## config.mk

```make
export PLATFORM = sky130hd
export DESIGN_NAME = mfd_ctrl
export DESIGN_NICKNAME = d
export VERILOG_FILES = /design/src/rtl/modulated_fractional_delay_defines.svh /design/src/rtl/mfd_pkg.sv /design/src/rtl/mfd_ctrl.sv
export SDC_FILE = /design/constraint.sdc
export NUM_CORES = 1
export LEC_CHECK = 0
export ABC_AREA = 0
export BUFFER_PORTS_ARGS = -buffer_cell sky130_fd_sc_hd__buf_2
export CAP_MARGIN = 30
export CELL_PAD_IN_SITES_DETAIL_PLACEMENT = 1
export CELL_PAD_IN_SITES_GLOBAL_PLACEMENT = 2
export CORE_MARGIN = 2
export CORE_UTILIZATION = 22
export DETAILED_ROUTE_END_ITERATION = 16
export PLACE_DENSITY_LB_ADDON = 0.1
export REMOVE_ABC_BUFFERS = 1
export SLEW_MARGIN = 20
export SYNTH_ARGS = -nofsm -noshare
export SYNTH_HDL_FRONTEND = slang
export SYNTH_SLANG_ARGS = --single-unit
```

## constraint.sdc

```tcl
create_clock -name aclk -period 1.3 [get_ports aclk]
set_input_delay 0.195 -clock aclk [delete_from_list [all_inputs] [get_ports aclk]]
set_output_delay 0.195 -clock aclk [all_outputs]
set_load 0.03 [all_outputs]
```

## src/rtl/modulated_fractional_delay_defines.svh

```systemverilog
// Assertion macros for the modulated fractional delay.
// Each macro expects aclk and aresetn in the scope where it is used.
`ifndef MODULATED_FRACTIONAL_DELAY_DEFINES_SVH
`define MODULATED_FRACTIONAL_DELAY_DEFINES_SVH

`ifndef SYNTHESIS

// Consequent must hold in the same cycle as the antecedent.
`define MFD_ASSERT_NOW(label, ante, cons) \
    label: assert property (@(posedge aclk) disable iff (!aresetn) (ante) |-> (cons)) \
        else $error("modulated_fractional_delay: same-cycle check failed");

// Consequent must hold in the cycle after the antecedent.
`define MFD_ASSERT_NEXT(label, ante, cons) \
    label: assert property (@(posedge aclk) disable iff (!aresetn) (ante) |=> (cons)) \
        else $error("modulated_fractional_delay: next-cycle check failed");

`else

`define MFD_ASSERT_NOW(label, ante, cons)
`define MFD_ASSERT_NEXT(label, ante, cons)

`endif

`endif

```

## src/rtl/mfd_pkg.sv

```systemverilog
`default_nettype none

package mfd_pkg;

    localparam int SAMPLE_W   = 24;
    localparam int DELAY_W    = 21;
    localparam int DEPTH_W    = 18;
    localparam int PHASE_W    = 32;
    localparam int SINE_W     = 16;
    localparam int FRAC_W     = 8;
    localparam int CFG_IDX_W  = 2;
    localparam int CFG_DATA_W = 32;

    // configuration register indexes
    localparam logic [CFG_IDX_W-1:0] REG_DELAY = 2'd0;
    localparam logic [CFG_IDX_W-1:0] REG_DEPTH = 2'd1;
    localparam logic [CFG_IDX_W-1:0] REG_STEP  = 2'd2;

    typedef struct packed {
        logic capture;
        logic calc_sidx;
        logic read_sine;
        logic calc_lfo;
        logic calc_total;
        logic calc_addr;
        logic read_b;
        logic take_a;
        logic take_b;
        logic calc_prod;
        logic commit;
        logic load_out;
    } mfd_cmd_t;

    typedef struct packed {
        logic bypass;
    } mfd_status_t;

endpackage

`default_nettype wire

```

## src/rtl/mfd_ctrl.sv

```systemverilog
`default_nettype none

module mfd_ctrl
    import mfd_pkg::*;
(
    input  logic        aclk,
    input  logic        aresetn,
    input  logic        s_valid,
    output logic        s_ready,
    output logic        m_valid,
    input  logic        m_ready,
    input  mfd_status_t status,
    output mfd_cmd_t    cmd
);

    localparam logic [3:0] ST_IDLE  = 4'd0;
    localparam logic [3:0] ST_PHASE = 4'd1;
    localparam logic [3:0] ST_SINE  = 4'd2;
    localparam logic [3:0] ST_LFO   = 4'd3;
    localparam logic [3:0] ST_TOTAL = 4'd4;
    localparam logic [3:0] ST_ADDR  = 4'd5;
    localparam logic [3:0] ST_RDA   = 4'd6;
    localparam logic [3:0] ST_RDB   = 4'd7;
    localparam logic [3:0] ST_TAKEB = 4'd8;
    localparam logic [3:0] ST_MUL   = 4'd9;
    localparam logic [3:0] ST_SUM   = 4'd10;
    localparam logic [3:0] ST_DONE  = 4'd11;

    logic [3:0] state_reg;
    logic [3:0] state_next;
    logic       m_valid_reg;
    logic       m_valid_next;

    always_comb begin
        state_next = state_reg;
        cmd        = '0;
        s_ready    = 1'b0;
        case (state_reg)
            ST_IDLE: begin
                s_ready = 1'b1;
                if (s_valid) begin
                    cmd.capture = 1'b1;
                    state_next  = status.bypass ? ST_DONE : ST_PHASE;
                end
            end
            ST_PHASE: begin
                cmd.calc_sidx = 1'b1;
                state_next    = ST_SINE;
            end
            ST_SINE: begin
                cmd.read_sine = 1'b1;
                state_next    = ST_LFO;
            end
            ST_LFO: begin
                cmd.calc_lfo = 1'b1;
                state_next   = ST_TOTAL;
            end
            ST_TOTAL: begin
                cmd.calc_total = 1'b1;
                state_next     = ST_ADDR;
            end
            ST_ADDR: begin
                cmd.calc_addr = 1'b1;
                state_next    = ST_RDA;
            end
            ST_RDA: begin
                state_next = ST_RDB;
            end
            ST_RDB: begin
                cmd.read_b = 1'b1;
                cmd.take_a = 1'b1;
                state_next = ST_TAKEB;
            end
            ST_TAKEB: begin
                cmd.take_b = 1'b1;
                state_next = ST_MUL;
            end
            ST_MUL: begin
                cmd.calc_prod = 1'b1;
                state_next    = ST_SUM;
            end
            ST_SUM: begin
                cmd.commit = 1'b1;
                state_next = ST_DONE;
            end
            ST_DONE: begin
                // hold until the output register is free
                if (!m_valid_reg || m_ready) begin
                    cmd.load_out = 1'b1;
                    state_next   = ST_IDLE;
                end
            end
            default: begin
                state_next = ST_IDLE;
            end
        endcase
    end

    assign m_valid_next = cmd.load_out | (m_valid_reg & ~m_ready);

    always_ff @(posedge aclk) begin
        if (!aresetn) begin
            state_reg   <= ST_IDLE;
            m_valid_reg <= 1'b0;
        end else begin
            state_reg   <= state_next;
            m_valid_reg <= m_valid_next;
        end
    end

    assign m_valid = m_valid_reg;

endmodule

`default_nettype wire

```

==> results_tabular.tex <==
\begin{tabular}{lr}
\hline
Metric & Value \\
\hline
\multicolumn{2}{l}{\textbf{Status}} \\
Run status & finished with violations \\
Violations in the final reports & negative setup slack \\
\multicolumn{2}{l}{\textbf{Setup path}} \\
Total number of cells along the worst setup path & 5 \\
Cell class contributing the biggest share of worst-path delay & buffers and inverters \\
Required time of the critical path & 1.11 ns \\
Minimum setup slack among reg-to-reg paths & 0.04 ns \\
Launching point of the worst reg2reg path & state\_reg[1] \\
Highest-delay cell along the critical path & sky130\_fd\_sc\_hd\_\_dfxtp\_4 \\
Crit. End Element & output port \\
Most frequent cell on the critical path & sky130\_fd\_sc\_hd\_\_buf\_6 \\
Maximum fanout along the worst path & 5 \\
Data arrival time of the worst path & 1.25 ns \\
Worst reg2reg endpoint & state\_reg[1] \\
Max incr delay on CP & 0.36 ns \\
Setup crit start kind & register \\
CP bufs+invs & 3 \\
Reg2Reg Depth & 5 \\
Path type of the worst setup path & reg -> out \\
Cell-by-cell listing of the critical path & buf\_4, buf\_6, nand2b\_4, nor3\_4, buf\_6 \\
\multicolumn{2}{l}{\textbf{GRT}} \\
Initial antenna violation count & 0 \\
Largest net degree at the start of global routing & 11 \\
First-pass GRT wire length & 1700 um \\
Vias in the first global route & 394 \\
Global-route congestion overflow total & 0 \\
GRT Overall Usage & 11.6\% \\
\multicolumn{2}{l}{\textbf{Timing}} \\
Worst relative slew slack & 82.1\% \\
Setup ws final & -0.144 ns \\
Fmax & 693 MHz \\
Final Skew & 0.00538 ns \\
Unrepaired setup endpoints after global routing & yes \\
Final Max Slew Viols & 0 \\
Hold Vio Cnt, Final & 0 \\
Transition time at the pin with the least slew margin & 0.266 ns \\
Setup violations, final & 13 \\
Sum of negative setup slack & -0.740 ns \\
Final worst path period share & 111\% \\
Fin crit period & 1.44 ns \\
\multicolumn{2}{l}{\textbf{Synth}} \\
Area leader, netlist & sky130\_fd\_sc\_hd\_\_dfxtp\_1 \\
Netlist area before placement & 384 sq um \\
Area contributors post-synth & sky130\_fd\_sc\_hd\_\_dfxtp\_1 26\%, sky130\_fd\_sc\_hd\_\_nand2b\_1 8.1\%, sky130\_fd\_sc\_hd\_\_nor3\_1 6.5\% \\
Number of distinct library cell variants in the gate-level netlist after synthesis & 26 \\
Share of the synthesized area in the top cell type & 26.1\% \\
Top flip-flop cell by instance count after synthesis & sky130\_fd\_sc\_hd\_\_dfxtp\_1 \\
Share of the yosys chip area belonging to registers & 26.1\% \\
Synth Area per Inst & 8.35 sq um \\
Yosys Warn Count & 0 \\
Number of flops mapped to enable cells by yosys & 0 \\
Seq cells post-synth & 5 \\
Post-Syn Instances & 46 \\
Share of flip-flops with an asynchronous set or reset & 0\% \\
\multicolumn{2}{l}{\textbf{Worst hold path}} \\
Hold Path Cell Cnt & 2 \\
Startpoint of the tightest hold check path & aresetn \\
Hold Crit Endpoint & state\_reg[0] \\
Worst Hold Class & in -> reg \\
\multicolumn{2}{l}{\textbf{Cells and area}} \\
Number of nets in the final layout & 84 \\
Finished Layout Cells & 95 \\
Flip-flop count of the largest register after layout & 4 \\
Layout overhead on the synthesized area & 96.4\% \\
Fraction of final layout cells with drive strength greater than 1 & 71.8\% \\
Diodes inserted & 0 \\
\multicolumn{2}{l}{\textbf{Drt}} \\
Routed via count & 455 \\
Number of vias per cell after detailed routing & 4.79 \\
Detailed Routing Iterations Pass 1 & 4 \\
DRC violations left & 0 \\
Detailed router's first-iteration violation count & 5 \\
Post-DR wirelength/cell & 13.1 um \\
Number of antenna-violating nets in the routed design & 0 \\
Final WL & 1240 um \\
\multicolumn{2}{l}{\textbf{Place}} \\
Detailed placement HPWL & 793 um \\
Final GP Congestion & 0.669 \\
Setup Slack @ Placement & -0.0446 ns \\
Count of placed standard cells including taps & 83 \\
Port-buffer cells & 18 \\
\multicolumn{2}{l}{\textbf{CTS}} \\
Clock tree buffer depth & 2 \\
TritonCTS clock tree & built \\
Skew-Pair Late Insertion Delay & 0.24 ns \\
Clock-pin transition on the worst setup and hold timing paths & 0.04 ns \\
H-tree lvl count & 1 \\
Clk root buf & sky130\_fd\_sc\_hd\_\_clkbuf\_4 \\
TritonCTS buffer count & 3 \\
Clock tree sinks & 5 \\
Post-CTS Hold Fix Bufs & 0 \\
\multicolumn{2}{l}{\textbf{Power and ir drop}} \\
Worst IR Drop VDD & 0.827 mV \\
Internal power & 0.000485 W \\
Combinational share of power & 50.3\% \\
Sw Share & 37.9\% \\
Pwr/cell area & 1030 nW/um\^{}2 \\
Sum of internal, switching and leakage power & 0.000780 W \\
Clock network fraction of design power & 22.9\% \\
Switching power of the nets & 0.000296 W \\
Part of the power in registers & 26.8\% \\
P\_leak & 0.326 nW \\
\multicolumn{2}{l}{\textbf{Floorplanning}} \\
Width of the die & 45.8 um \\
Starting utilization of the core area & 22.7\% \\
Vertical die dimension & 45.8 um \\
Count of standard-cell rows & 15 \\
Count of pins on the block boundary & 19 \\
Area of the core & 1690 sq um \\
Area enclosed by the die boundary & 2100 sq um \\
\multicolumn{2}{l}{\textbf{Run}} \\
Number of max-cap violations & 0 \\
\hline
\end{tabular}
-- cell usage after synthesis (2+ instances only) --
library cell and n:
sky130_fd_sc_hd__and2_1 2, sky130_fd_sc_hd__buf_4 3, sky130_fd_sc_hd__dfxtp_1 5, sky130_fd_sc_hd__nand2b_1 5, sky130_fd_sc_hd__nor2_1 5, sky130_fd_sc_hd__nor3_1 5
sky130_fd_sc_hd__o21ai_0 2
-- how the worst max path moves through the flow --
stage,startpoint,slack [ns],end
finish,state_reg[0],-0.14,cmd[10]
CTS,state_reg[1],-0.13,cmd[11]
floorplan,state_reg[2],-0.48,state_reg[3]
global placement,state_reg[0],-0.08,cmd[5]
global route,state_reg[0],-0.20,cmd[10]
detailed placement,state_reg[0],-0.04,cmd[4]
-- kinds of logic (layout without fill, tap and decap cells) --
logic type / after synthesis / in the layout / synth area share [%]
simple gates: 26 / 26 / 44.3
compound gates: 9 / 9 / 17.3
flops: 5 / 5 / 26.1
buf+inv: 5 / 37 / 10.1
xor+xnor: 1 / 1 / 2.28
-- per-stage QoR --
step / hold slack (ns) / util, % / instance area, sq um
floorplan: 0.313 / - / 345
global placement: 0.481 / 30.1 / 509
detailed placement: 0.482 / 30.1 / 509
CTS: 0.219 / 38.2 / 646
global route: 0.233 / 44.7 / 754
finish: 0.228 / 44.7 / 754
-- cells in the final DEF, fill, tap and decap left out, drive strengths merged, types with 2 or more instances in the layout --
cell type / netlist / layout
buf: 5 / 33
nor2: 6 / 6
nor3: 5 / 5
dfxtp: 5 / 5
nand2b: 5 / 5
clkbuf: 0 / 4
and2: 2 / 2
o21ai: 2 / 2
nand2: 2 / 2
nor4: 2 / 2
-- routing by layer --
metal / track usage (%) / vias up / wire (um)
met5: 0 / - / 0
met4: 6.86 / 0 / 12
met3: 2.38 / 2 / 49
met2: 17.7 / 10 / 628
met1: 15.0 / 215 / 550
li1: - / 228 / -
-- worst register-to-register path, stage by stage, from the launching register on --
cell and delay, ns:
sky130_fd_sc_hd__dfxtp_4 0.38, sky130_fd_sc_hd__buf_6 0.13, sky130_fd_sc_hd__buf_4 0.14, sky130_fd_sc_hd__nor2_1 0.12, sky130_fd_sc_hd__o21ai_0 0.15, sky130_fd_sc_hd__a32o_1 0.24
-- power groups by stage --
stage	combinational, W	clock (W)	sequential (W)
global route	0.000419	0.000197	0.000212
detailed placement	0.000256	0	0.000211
finish	0.000393	0.000178	0.000209
global placement	0.000257	0	0.000212
floorplan	0.000154	0	0.000214
CTS	0.000314	0.000184	0.000208
-- cell type report --
| class | count | area (sq um) |
|---|---|---|
| fill | 193 | 935 |
| multi-input combinational | 36 | 328 |
| timing repair buffer | 33 | 264 |
| sequential | 5 | 115 |
| clock buffer | 4 | 26.3 |
| tap | 17 | 21.3 |
-- what timing repair did --
action                                  CTS  global route
resized for setup                        28            20
endpoints found under the hold margin     0             0
endpoints found under the setup margin   13            14
pin swaps                                 5             6
setup buffers                             4             4
Power figures use the tool's default switching activity.
